<file path="src/rtl/tpg_pkg.sv">
// Shared types, constants and helpers of the text-line paragraph grouper.
`default_nettype none
package tpg_pkg;

    // Coordinate and register widths
    localparam int COORD_WIDTH   = 16;
    localparam int SPACING_WIDTH = 14;
    localparam int TOL_WIDTH     = 10;
    localparam int CFG_WIDTH     = 14;
    localparam int CFG_IDX_WIDTH = 1;

    // Widths of the signed differences used by the line comparisons
    localparam int NEAR_WIDTH = ((COORD_WIDTH > TOL_WIDTH) ? COORD_WIDTH : TOL_WIDTH) + 2;
    localparam int GAP_WIDTH  = ((COORD_WIDTH > SPACING_WIDTH + 1) ?
                                 COORD_WIDTH : SPACING_WIDTH + 1) + 2;

    // Queue depths
    localparam int CMD_DEPTH     = 2;
    localparam int CMD_PTR_WIDTH = $clog2(CMD_DEPTH);
    localparam int CMD_CNT_WIDTH = $clog2(CMD_DEPTH + 1);
    localparam int OUT_DEPTH     = 4;
    localparam int OUT_PTR_WIDTH = $clog2(OUT_DEPTH);
    localparam int OUT_CNT_WIDTH = $clog2(OUT_DEPTH + 1);
    localparam int MAX_RESULTS   = 3;

    // Register indexes and reset values
    localparam logic [CFG_IDX_WIDTH-1:0] CFG_LINE_SPACING = 1'b0;
    localparam logic [CFG_IDX_WIDTH-1:0] CFG_ALIGN_TOL    = 1'b1;
    localparam logic [SPACING_WIDTH-1:0] SPACING_RESET    = SPACING_WIDTH'(16);
    localparam logic [TOL_WIDTH-1:0]     TOL_RESET        = TOL_WIDTH'(10);

    typedef logic [COORD_WIDTH-1:0] t_coord;

    typedef enum logic [2:0] {
        CODE_NONE   = 3'd0,
        CODE_LEFT   = 3'd1,
        CODE_RIGHT  = 3'd2,
        CODE_CENTER = 3'd3,
        CODE_JUST   = 3'd4
    } t_code;

    typedef struct packed {
        t_coord left;
        t_coord bottom;
        t_coord right;
        t_coord top;
    } t_box;

    typedef struct packed {
        t_coord line_left;
        t_coord line_bottom;
        t_coord line_right;
        t_coord line_top;
        logic   last_line;
    } t_line_item;

    typedef struct packed {
        t_coord para_left;
        t_coord para_bottom;
        t_coord para_right;
        t_coord para_top;
        logic   last_para;
    } t_para_item;

    // Classified line passed from front to back
    typedef struct packed {
        t_box  box;
        t_code code;
        logic  start;
        logic  last;
    } t_cmd;

    function automatic t_box box_union(t_box a, t_box b);
        t_box r;
        r.left   = (a.left   < b.left)   ? a.left   : b.left;
        r.bottom = (a.bottom < b.bottom) ? a.bottom : b.bottom;
        r.right  = (a.right  > b.right)  ? a.right  : b.right;
        r.top    = (a.top    > b.top)    ? a.top    : b.top;
        return r;
    endfunction

endpackage
`default_nettype wire

</file>
<file path="src/rtl/tpg_cmd_fifo.sv">
// Short queue of classified lines between the front and back parts.
`default_nettype none
module tpg_cmd_fifo (
    input  wire logic          i_clk,
    input  wire logic          i_rst_n,
    input  wire logic          i_push,
    input  wire tpg_pkg::t_cmd i_cmd,
    output logic               o_full,
    output logic               o_valid,
    output tpg_pkg::t_cmd      o_cmd,
    input  wire logic          i_pop
);

    tpg_pkg::t_cmd                        r_mem [tpg_pkg::CMD_DEPTH];
    logic [tpg_pkg::CMD_PTR_WIDTH-1:0]    r_wp, r_rp;
    logic [tpg_pkg::CMD_CNT_WIDTH-1:0]    r_cnt, n_cnt;
    logic                                 wr, rd;

    assign o_full  = (r_cnt == tpg_pkg::CMD_CNT_WIDTH'(tpg_pkg::CMD_DEPTH));
    assign o_valid = (r_cnt != '0);
    assign o_cmd   = r_mem[r_rp];
    assign wr      = i_push && !o_full;
    assign rd      = i_pop && o_valid;

    // Track occupancy
    always_comb begin
        n_cnt = r_cnt;
        if (wr && !rd) n_cnt = r_cnt + 1'b1;
        if (!wr && rd) n_cnt = r_cnt - 1'b1;
    end

    // Advance pointers
    always_ff @(posedge i_clk) begin
        if (!i_rst_n) begin
            r_wp  <= '0;
            r_rp  <= '0;
            r_cnt <= '0;
        end else begin
            if (wr) r_wp <= r_wp + 1'b1;
            if (rd) r_rp <= r_rp + 1'b1;
            r_cnt <= n_cnt;
        end
    end

    // Store entries
    always_ff @(posedge i_clk) begin
        if (wr) r_mem[r_wp] <= i_cmd;
    end

endmodule
`default_nettype wire

</file>
<file path="src/rtl/tpg_front.sv">
// Front part: takes line transfers, holds configuration and classifies each line.
`default_nettype none
module tpg_front (
    input  wire logic                                i_clk,
    input  wire logic                                i_rst_n,
    input  wire logic                                i_cfg_we,
    input  wire logic [tpg_pkg::CFG_IDX_WIDTH-1:0]   i_cfg_idx,
    input  wire logic [tpg_pkg::CFG_WIDTH-1:0]       i_cfg_data,
    input  wire logic                                i_push,
    input  wire tpg_pkg::t_line_item                 i_line,
    output logic                                     o_full,
    output logic                                     o_cmd_push,
    output tpg_pkg::t_cmd                            o_cmd,
    input  wire logic                                i_cmd_full
);

    localparam int W  = tpg_pkg::COORD_WIDTH;
    localparam int NW = tpg_pkg::NEAR_WIDTH;
    localparam int GW = tpg_pkg::GAP_WIDTH;

    logic [tpg_pkg::SPACING_WIDTH-1:0] r_spacing;
    logic [tpg_pkg::TOL_WIDTH-1:0]     r_tol;
    tpg_pkg::t_box                     r_prev;
    logic                              r_first;

    tpg_pkg::t_box   cur;
    tpg_pkg::t_code  rel;
    logic            acc, new_block, near_l, near_r, near_m;
    logic [W:0]      sum_c, sum_p;
    logic signed [GW-1:0] gap, gap_lim;

    function automatic logic near(tpg_pkg::t_coord a, tpg_pkg::t_coord b,
                                  logic [tpg_pkg::TOL_WIDTH-1:0] tol);
        logic signed [NW-1:0] d;
        logic signed [NW-1:0] t;
        d = $signed(NW'(a)) - $signed(NW'(b));
        t = $signed(NW'(tol));
        return (d < t) && (d > -t);
    endfunction

    assign o_full     = i_cmd_full;
    assign acc        = i_push && !i_cmd_full;
    assign o_cmd_push = acc;

    // Compare with the previous line
    always_comb begin
        cur.left   = i_line.line_left;
        cur.bottom = i_line.line_bottom;
        cur.right  = i_line.line_right;
        cur.top    = i_line.line_top;
        sum_c  = {1'b0, cur.left} + {1'b0, cur.right};
        sum_p  = {1'b0, r_prev.left} + {1'b0, r_prev.right};
        near_l = near(cur.left, r_prev.left, r_tol);
        near_r = near(cur.right, r_prev.right, r_tol);
        near_m = near(sum_c[W:1], sum_p[W:1], r_tol);
        if (near_l && near_r && near_m)        rel = tpg_pkg::CODE_JUST;
        else if (!near_l && !near_r && near_m) rel = tpg_pkg::CODE_CENTER;
        else if (near_l && !near_r && !near_m) rel = tpg_pkg::CODE_LEFT;
        else if (!near_l && near_r && !near_m) rel = tpg_pkg::CODE_RIGHT;
        else                                   rel = tpg_pkg::CODE_NONE;
        gap       = $signed(GW'(r_prev.bottom)) - $signed(GW'(cur.top));
        gap_lim   = $signed(GW'({r_spacing, 1'b0}));
        new_block = (cur.bottom > r_prev.top) || (gap >= gap_lim);
        o_cmd.box   = cur;
        o_cmd.start = r_first || new_block;
        o_cmd.code  = (r_first || new_block) ? tpg_pkg::CODE_NONE : rel;
        o_cmd.last  = i_line.last_line;
    end

    // Hold configuration and the page position
    always_ff @(posedge i_clk) begin
        if (!i_rst_n) begin
            r_spacing <= tpg_pkg::SPACING_RESET;
            r_tol     <= tpg_pkg::TOL_RESET;
            r_first   <= 1'b1;
        end else begin
            if (i_cfg_we) begin
                case (i_cfg_idx)
                    tpg_pkg::CFG_LINE_SPACING: r_spacing <= i_cfg_data;
                    tpg_pkg::CFG_ALIGN_TOL:    r_tol <= i_cfg_data[tpg_pkg::TOL_WIDTH-1:0];
                    default: ;
                endcase
            end
            if (acc) r_first <= i_line.last_line;
        end
    end

    // Keep the previous line box
    always_ff @(posedge i_clk) begin
        if (acc) r_prev <= cur;
    end

endmodule
`default_nettype wire

</file>
<file path="src/rtl/tpg_back.sv">
// Back part: subgroup and paragraph state, and the queue of paragraph results.
`default_nettype none
module tpg_back (
    input  wire logic              i_clk,
    input  wire logic              i_rst_n,
    input  wire logic              i_cmd_valid,
    input  wire tpg_pkg::t_cmd     i_cmd,
    output logic                   o_cmd_pop,
    output logic                   empty,
    output tpg_pkg::t_para_item    o_para,
    input  wire logic              pop
);

    typedef struct packed {
        tpg_pkg::t_box  sub_box;
        logic [1:0]     cnt;
        tpg_pkg::t_code code0;
        tpg_pkg::t_code code1;
        tpg_pkg::t_code run;
        tpg_pkg::t_box  held_box;
        logic           held_v;
        tpg_pkg::t_box  pend_box;
        logic           pend_v;
    } t_bstate;

    typedef struct packed {
        t_bstate       st;
        logic          ev;
        tpg_pkg::t_box eb;
    } t_close_res;

    t_bstate r_st, n_st;

    tpg_pkg::t_para_item                 r_mem [tpg_pkg::OUT_DEPTH];
    logic [tpg_pkg::OUT_PTR_WIDTH-1:0]   r_wp, r_rp;
    logic [tpg_pkg::OUT_CNT_WIDTH-1:0]   r_cnt, n_cnt;

    tpg_pkg::t_para_item cand [tpg_pkg::MAX_RESULTS];
    logic                cand_v [tpg_pkg::MAX_RESULTS];
    tpg_pkg::t_para_item w [tpg_pkg::MAX_RESULTS];
    logic [1:0]          nw;
    logic                exec, rd;
    t_close_res          c1, c2;
    t_bstate             s;
    logic                joins;

    function automatic t_close_res close_sg(t_bstate st, logic has_next);
        t_close_res r;
        r.st = st;
        r.ev = 1'b0;
        r.eb = st.held_box;
        if (st.cnt != 2'd0) begin
            if (st.pend_v) begin
                r.st.pend_v   = 1'b0;
                r.ev          = st.held_v;
                r.st.held_box = tpg_pkg::box_union(st.pend_box, st.sub_box);
                r.st.held_v   = 1'b1;
            end else if (st.cnt == 2'd1 && st.code0 == tpg_pkg::CODE_LEFT) begin
                if (st.held_v) r.st.held_box = tpg_pkg::box_union(st.held_box, st.sub_box);
            end else if (has_next && st.cnt == 2'd2 && st.code0 == tpg_pkg::CODE_NONE &&
                         st.code1 == tpg_pkg::CODE_RIGHT) begin
                r.st.pend_box = st.sub_box;
                r.st.pend_v   = 1'b1;
            end else begin
                r.ev          = st.held_v;
                r.st.held_box = st.sub_box;
                r.st.held_v   = 1'b1;
            end
            r.st.cnt = 2'd0;
        end
        return r;
    endfunction

    function automatic t_bstate start_sg(t_bstate st, tpg_pkg::t_box b, tpg_pkg::t_code c);
        t_bstate r;
        r         = st;
        r.sub_box = b;
        r.cnt     = 2'd1;
        r.code0   = c;
        r.code1   = tpg_pkg::CODE_NONE;
        r.run     = c;
        return r;
    endfunction

    function automatic tpg_pkg::t_para_item to_para(tpg_pkg::t_box b, logic last);
        tpg_pkg::t_para_item p;
        p.para_left   = b.left;
        p.para_bottom = b.bottom;
        p.para_right  = b.right;
        p.para_top    = b.top;
        p.last_para   = last;
        return p;
    endfunction

    // Execute a line only with room for every result it can cause
    assign exec      = i_cmd_valid &&
                       (r_cnt <= tpg_pkg::OUT_CNT_WIDTH'(tpg_pkg::OUT_DEPTH - tpg_pkg::MAX_RESULTS));
    assign o_cmd_pop = exec;
    assign empty     = (r_cnt == '0);
    assign o_para    = r_mem[r_rp];
    assign rd        = pop && !empty;

    // Step the subgroup and paragraph state for one line
    always_comb begin
        s     = r_st;
        c1    = close_sg(r_st, 1'b1);
        c2    = c1;
        joins = ((r_st.run == tpg_pkg::CODE_NONE) && (i_cmd.code != tpg_pkg::CODE_NONE)) ||
                ((r_st.run != tpg_pkg::CODE_NONE) && (i_cmd.code == r_st.run));
        for (int k = 0; k < tpg_pkg::MAX_RESULTS; k++) begin
            cand_v[k] = 1'b0;
            cand[k]   = to_para(r_st.held_box, 1'b0);
        end
        if (i_cmd.start || !joins) begin
            cand_v[0] = c1.ev;
            cand[0]   = to_para(c1.eb, 1'b0);
            s = start_sg(c1.st, i_cmd.box, i_cmd.code);
        end else begin
            s.sub_box = tpg_pkg::box_union(r_st.sub_box, i_cmd.box);
            if (r_st.cnt == 2'd1) s.code1 = i_cmd.code;
            if (r_st.cnt != 2'd3) s.cnt = r_st.cnt + 2'd1;
            s.run = i_cmd.code;
        end
        if (i_cmd.last) begin
            c2        = close_sg(s, 1'b0);
            cand_v[1] = c2.ev;
            cand[1]   = to_para(c2.eb, 1'b0);
            cand_v[2] = c2.st.held_v;
            cand[2]   = to_para(c2.st.held_box, 1'b1);
            s         = c2.st;
            s.cnt     = 2'd0;
            s.held_v  = 1'b0;
            s.pend_v  = 1'b0;
            s.code0   = tpg_pkg::CODE_NONE;
            s.code1   = tpg_pkg::CODE_NONE;
            s.run     = tpg_pkg::CODE_NONE;
        end
        n_st = exec ? s : r_st;
    end

    // Pack the results in order
    always_comb begin
        nw = 2'd0;
        for (int k = 0; k < tpg_pkg::MAX_RESULTS; k++) w[k] = cand[k];
        if (exec) begin
            for (int k = 0; k < tpg_pkg::MAX_RESULTS; k++) begin
                if (cand_v[k]) begin
                    w[nw] = cand[k];
                    nw    = nw + 2'd1;
                end
            end
        end
        n_cnt = r_cnt + tpg_pkg::OUT_CNT_WIDTH'(nw) - tpg_pkg::OUT_CNT_WIDTH'(rd);
    end

    // Hold state and queue pointers
    always_ff @(posedge i_clk) begin
        r_st.sub_box  <= n_st.sub_box;
        r_st.held_box <= n_st.held_box;
        r_st.pend_box <= n_st.pend_box;
        if (!i_rst_n) begin
            r_st.cnt    <= 2'd0;
            r_st.code0  <= tpg_pkg::CODE_NONE;
            r_st.code1  <= tpg_pkg::CODE_NONE;
            r_st.run    <= tpg_pkg::CODE_NONE;
            r_st.held_v <= 1'b0;
            r_st.pend_v <= 1'b0;
            r_wp        <= '0;
            r_rp        <= '0;
            r_cnt       <= '0;
        end else begin
            r_st.cnt    <= n_st.cnt;
            r_st.code0  <= n_st.code0;
            r_st.code1  <= n_st.code1;
            r_st.run    <= n_st.run;
            r_st.held_v <= n_st.held_v;
            r_st.pend_v <= n_st.pend_v;
            r_wp        <= r_wp + tpg_pkg::OUT_PTR_WIDTH'(nw);
            if (rd) r_rp <= r_rp + 1'b1;
            r_cnt       <= n_cnt;
        end
    end

    // Store results
    always_ff @(posedge i_clk) begin
        for (int k = 0; k < tpg_pkg::MAX_RESULTS; k++) begin
            if (k < int'(nw)) r_mem[r_wp + tpg_pkg::OUT_PTR_WIDTH'(k)] <= w[k];
        end
    end

    // The result queue never overruns
    a_no_overrun: assert property (@(posedge i_clk) disable iff (!i_rst_n)
        r_cnt <= tpg_pkg::OUT_CNT_WIDTH'(tpg_pkg::OUT_DEPTH))
        else $error("result queue overrun");

    // A final line leaves a clean page
    a_flush_clear: assert property (@(posedge i_clk) disable iff (!i_rst_n)
        (exec && i_cmd.last) |=> (!r_st.held_v && !r_st.pend_v && r_st.cnt == 2'd0))
        else $error("page state left after final line");

    // Any other line leaves a subgroup open
    a_sub_open: assert property (@(posedge i_clk) disable iff (!i_rst_n)
        (exec && !i_cmd.last) |=> (r_st.cnt != 2'd0))
        else $error("no open subgroup after a line");

endmodule
`default_nettype wire

</file>
<file path="src/rtl/textline_paragraph_grouper_unit.sv">
// Top level of the text-line paragraph grouper.
// Line boxes go in at one per clock while the two-entry line queue has room; the front
// classifies each line in the cycle of its transfer and the back applies it to the subgroup
// and paragraph state from the line queue, one line per clock while the four-entry
// result queue has at least three free places. A result is written to the result queue
// when the back applies the line that completes it. One paragraph is held back until a later
// line decides it, so results lag the lines; a line with last_line set flushes the page.
`default_nettype none
module textline_paragraph_grouper_unit (
    input  wire logic                              i_clk,
    input  wire logic                              i_rst_n,
    input  wire logic                              i_cfg_we,
    input  wire logic [tpg_pkg::CFG_IDX_WIDTH-1:0] i_cfg_idx,
    input  wire logic [tpg_pkg::CFG_WIDTH-1:0]     i_cfg_data,
    input  wire logic                              push,
    input  wire tpg_pkg::t_line_item               i_line,
    output logic                                   full,
    output logic                                   empty,
    output tpg_pkg::t_para_item                    o_para,
    input  wire logic                              pop
);

    logic          cmd_push, cmd_full, cmd_valid, cmd_pop;
    tpg_pkg::t_cmd cmd_in, cmd_out;

    // Classify lines
    tpg_front u_front (
        .i_clk      (i_clk),
        .i_rst_n    (i_rst_n),
        .i_cfg_we   (i_cfg_we),
        .i_cfg_idx  (i_cfg_idx),
        .i_cfg_data (i_cfg_data),
        .i_push     (push),
        .i_line     (i_line),
        .o_full     (full),
        .o_cmd_push (cmd_push),
        .o_cmd      (cmd_in),
        .i_cmd_full (cmd_full)
    );

    // Decouple front and back
    tpg_cmd_fifo u_cmd_fifo (
        .i_clk   (i_clk),
        .i_rst_n (i_rst_n),
        .i_push  (cmd_push),
        .i_cmd   (cmd_in),
        .o_full  (cmd_full),
        .o_valid (cmd_valid),
        .o_cmd   (cmd_out),
        .i_pop   (cmd_pop)
    );

    // Group into paragraphs
    tpg_back u_back (
        .i_clk       (i_clk),
        .i_rst_n     (i_rst_n),
        .i_cmd_valid (cmd_valid),
        .i_cmd       (cmd_out),
        .o_cmd_pop   (cmd_pop),
        .empty       (empty),
        .o_para      (o_para),
        .pop         (pop)
    );

endmodule
`default_nettype wire

</file>
<file path="config.mk">
export PLATFORM = sky130hd
export DESIGN_NAME = textline_paragraph_grouper_unit
export DESIGN_NICKNAME = d
export VERILOG_FILES = /design/src/rtl/tpg_pkg.sv /design/src/rtl/tpg_cmd_fifo.sv /design/src/rtl/tpg_front.sv /design/src/rtl/tpg_back.sv /design/src/rtl/textline_paragraph_grouper_unit.sv
export SDC_FILE = /design/constraint.sdc
export NUM_CORES = 2
export LEC_CHECK = 0
export ABC_AREA = 1
export BUFFER_PORTS_ARGS = -buffer_cell sky130_fd_sc_hd__buf_2
export CORE_MARGIN = 10
export CORE_UTILIZATION = 40
export DETAILED_ROUTE_END_ITERATION = 12
export PLACE_DENSITY = 0.57
export SYNTH_ARGS = -nofsm -noshare
export SYNTH_HDL_FRONTEND = slang
export SYNTH_SLANG_ARGS = --single-unit
</file>
<file path="constraint.sdc">
create_clock -name i_clk -period 12.5 [get_ports i_clk]
set_clock_uncertainty 0.1 [all_clocks]
set_input_delay 2.5 -clock i_clk [delete_from_list [all_inputs] [get_ports i_clk]]
set_output_delay 2.5 -clock i_clk [all_outputs]
set_load 0.01 [all_outputs]
</file>
==> impl_results.md <==
- Placement Cell Area: 56740 um^2
- Async set-or-reset flop fraction in the synthesized netlist: 0%
- CTS tree: yes
- Clock buffer count from CTS: 88
- Slowest-stage cell, CP: nor2_4
- Startpoint types: register
- First-pass GRT wire length: 290500 um
- H-tree depth: 3
- Post-CTS Hold Buffers: 0
- Slew of the pin with the lowest slew margin: 1.215 ns
- Total GRT Usage: 24.35%
- Critical path arrival: 8.61 ns
- Max cap viols: 0
- Kind of critical path: register to register
- Worst skew pair latency: 0.69 ns
- CP max stage delay: 0.88 ns
- Register bit total from synthesis: 706
- Final WL: 192200 um
- WP buf/inv: 6
- Crit-path cells: buf_4 > nand2_1 > nand2_2 > xor2_1 > nand3b_1 > nand2_1 > nand2_2 > nand2_4 > nor2_4 > nand2_4 > o21ai_4 > o21ai_2 > inv_2 > nand2_1 > clkinv_1 > ha_1 > or2_1 > nand3_4 > inv_2 > nand2_4 > nor2_4 > inv_2 > nand3_4 > buf_4
- WL/cell: 21.69 um
- Via count: 50779
- Placed insts: 8699
- Final GP Congestion: 0.9229
- Worst R2R End: u_back.r_mem[0][50]
- Most common cell after layout, fill and taps aside: nand2_1
- Num rows: 135
- Starting Density: 40.32%
- Top FF cell, synth: edfxtp_1
- CP required: 12.72 ns
- Cell area after synthesis: 54690 um^2
- Reg-to-reg slack, setup: 4.11 ns
- CP Max Fanout: 66
- GRT overflow: 0
- Setup Total Neg Slack: 0 ns
- Post-synth EDFFs: 654
- Worst slew margin: 19.03%
- Post-synthesis sequential area ratio: 37.81%
- Sw Ratio: 52.56%
- Synthesized area per cell: 7.740 um^2
- Vias in the first global route: 46757
- HP Class: register to register
- ANT nets after route: 0
- First-pass detailed-route iteration total: 9
- Clk root buf: clkbuf_16
- Area Overhead vs Synth: 8.993%
- CTS clk-pin slew, worst paths: 0.06 ns
- Int Power: 0.009098 W
- Footprint of the multi-input gates: 30030 um^2
- RSZ-0062 raised after global routing: no
- Cell family with most CP delay: simple AND/OR/NAND/NOR gates
- Psw: 0.01008 W
- Post-Synthesis Cells: 7066
- Via/cell ratio: 5.730
- Min cycle time layout: 8.393 ns
- Clock sinks: 706
- Worst Hold Launch: u_back.r_rp[1]
- Synthesized net count: 7682
- Worst hold path depth: 2
- Syn. warnings: 0
- Depth of the worst register-to-register path: 24
- Clk pwr share: 13.5%
- Yosys cell types: 61
- Iter 0 DRT Violations: 5068
- Register area: 20690 um^2
- Peak VDD IR: 205.2 uV
- Pwr dens: 321.7 nW/um^2
- Post-DP HPWL: 139300 um
- Share of layout cells above drive strength 1: 7.035%
- PortBufs: 151
- Flop pwr share: 23.4%
- Final Non-Filler Cells: 8862
- Clock Path Buffers: 3
- Hold Vio Cnt, Final: 0
- Crit. End Element: register
- Final period utilization: 67.15%
- Ports: 152
- Slack of the critical path: 4.107 ns
- Pre-CTS WS: 4.162 ns
- Leak: 26.18 nW
- Die Span Y: 389.8 um
- Fill cell count: 13634
- Width of the die: 389.8 um
- Setup violations, final: 0
- Status: complete, no violations
- Fmax: 0.1191 GHz
- Design Area, Final: 59610 um^2
- Core area: 135600 um^2
- DR DRC count: 0
- Die ar.: 151900 um^2
- Post-CTS Setup Repair Bufs: 0
- Max Slew Vio Count: 0
- # nets final: 7624
- Largest net degree at the start of global routing: 193
- Logic pwr share: 63.1%
- Initial antenna violation count: 12
- Commonest non-fill, non-tap cells in the layout: nand2_1, nand3_1, o21ai_0
- Resized Gates After CTS: 0
-- registers in the layout (all words and copies together) (netlist names), named ones only --
| signal | count |
|---|---|
| u_back.r_mem | 260 |
| u_cmd_fifo.r_mem | 138 |
| u_back.c1 | 137 |
| u_back.r_st | 68 |
| u_front.r_prev | 64 |
| u_front.r_spacing | 14 |
| u_front.r_tol | 10 |
| u_back.r_cnt | 3 |
| u_back.r_rp | 2 |
| u_back.r_wp | 2 |
| u_cmd_fifo.r_cnt | 2 |
| u_cmd_fifo.r_rp | 1 |
| u_cmd_fifo.r_wp | 1 |
| u_front.r_first | 1 |
-- stage by stage --
step / util, % / hold WS, ns / power (W)
finish: 43.95 / 0.3563 / 0.01918
global route: 43.95 / 0.3742 / 0.02092
CTS: 43.95 / 0.3553 / 0.01903
detailed placement: 41.83 / 0.3476 / 0.01638
global placement: 41.83 / 0.3372 / 0.01614
floorplan: - / 0.3257 / 0.01270
-- power groups by stage --
| stage | combinational (W) | sequential [W] | clock, W |
|---|---|---|---|
| finish | 0.0121 | 0.00449 | 0.00259 |
| global route | 0.0136 | 0.00455 | 0.00274 |
| detailed placement | 0.0119 | 0.00451 | 0 |
| global placement | 0.0116 | 0.00450 | 0 |
| CTS | 0.0119 | 0.00447 | 0.00264 |
| floorplan | 0.00836 | 0.00434 | 0 |
-- worst max path at each step --
stage,startpoint,endpoint,slack (ns),cells past startpoint
detailed placement,register,u_back.r_mem[0][55],4.16,24
finish,register,u_back.r_mem[0][50],4.11,24
global route,register,u_back.r_mem[1][21],3.42,32
floorplan,u_back.r_cnt[2],u_cmd_fifo.r_cnt[1],4.72,9
CTS,register,u_back.r_mem[0][43],4.12,24
global placement,register,u_back.r_mem[3][54],4.24,24
-- cell families (layout without fill, tap and decap cells) --
family                   count (synthesis)  after routing  synth area share [%]
AND/OR/NAND/NOR                       2953           2953                 22.94
multiplexers                            43             43                0.7869
buffers and inverters                 1034           1047                 7.572
adder cells (fa/ha/maj)                531            531                 12.24
XOR/XNOR                                93             93                 1.489
flip-flops                             706            706                 37.81
other                                    0              2                     0
AO/OA/AOI/OAI                         1706           1706                 17.16
-- cell type report --
cell class              instances  area share (%)
repair buffers                215           2.095
clock inverters                58          0.9592
inverters                     671           4.261
well taps                    1781           3.738
flip-flops and latches        706           34.71
multi-input cells            5326           50.38
diodes                          2        0.008396
clock buffers                 103           3.858
-- per-layer routing --
| metal | GRT usage (%) | up-vias | share of wire, % |
|---|---|---|---|
| li1 | - | 24521 | - |
| met1 | 35.13 | 23689 | 46 |
| met2 | 37.39 | 2211 | 43 |
| met3 | 4.331 | 344 | 8.8 |
| met4 | 6.110 | 14 | 2.5 |
| met5 | 0 | - | 0.046 |
-- cells in the mapped netlist (all sizes together) (3+ instances only) --
library cell / number / share of area, %
nand2: 1636 / 11
nand3: 813 / 7.5
o21ai: 766 / 7.0
inv: 669 / 4.6
edfxtp: 654 / 36
a21oi: 573 / 5.3
ha: 524 / 12
nor2: 376 / 2.6
clkbuf: 228 / 1.6
buf: 135 / 1.4
o211ai: 99 / 1.4
xor2: 77 / 1.2
a31oi: 69 / 0.79
o22ai: 66 / 0.75
dfxtp: 52 / 1.9
or2: 46 / 0.53
mux2i: 43 / 0.79
nor3: 36 / 0.35
o221ai: 30 / 0.48
nand4: 28 / 0.32
o21bai: 28 / 0.38
o21a: 19 / 0.26
a211oi: 17 / 0.23
xnor2: 16 / 0.26
nor4: 9 / 0.10
a21o: 7 / 0.096
a22oi: 7 / 0.096
fa: 7 / 0.26
nand3b: 6 / 0.082
a21boi: 4 / 0.055
a32o: 4 / 0.073
a221oi: 3 / 0.048
o31ai: 3 / 0.041
-- worst min-delay path, delay by kind of cell (launching register included) --
kind / cells / cell delay, ns
AOI/OAI and AO/OA: 1 / 0.06
buffers and inverters: 1 / 0.05
DFF: 1 / 0.29
Power figures use the tool's default switching activity.
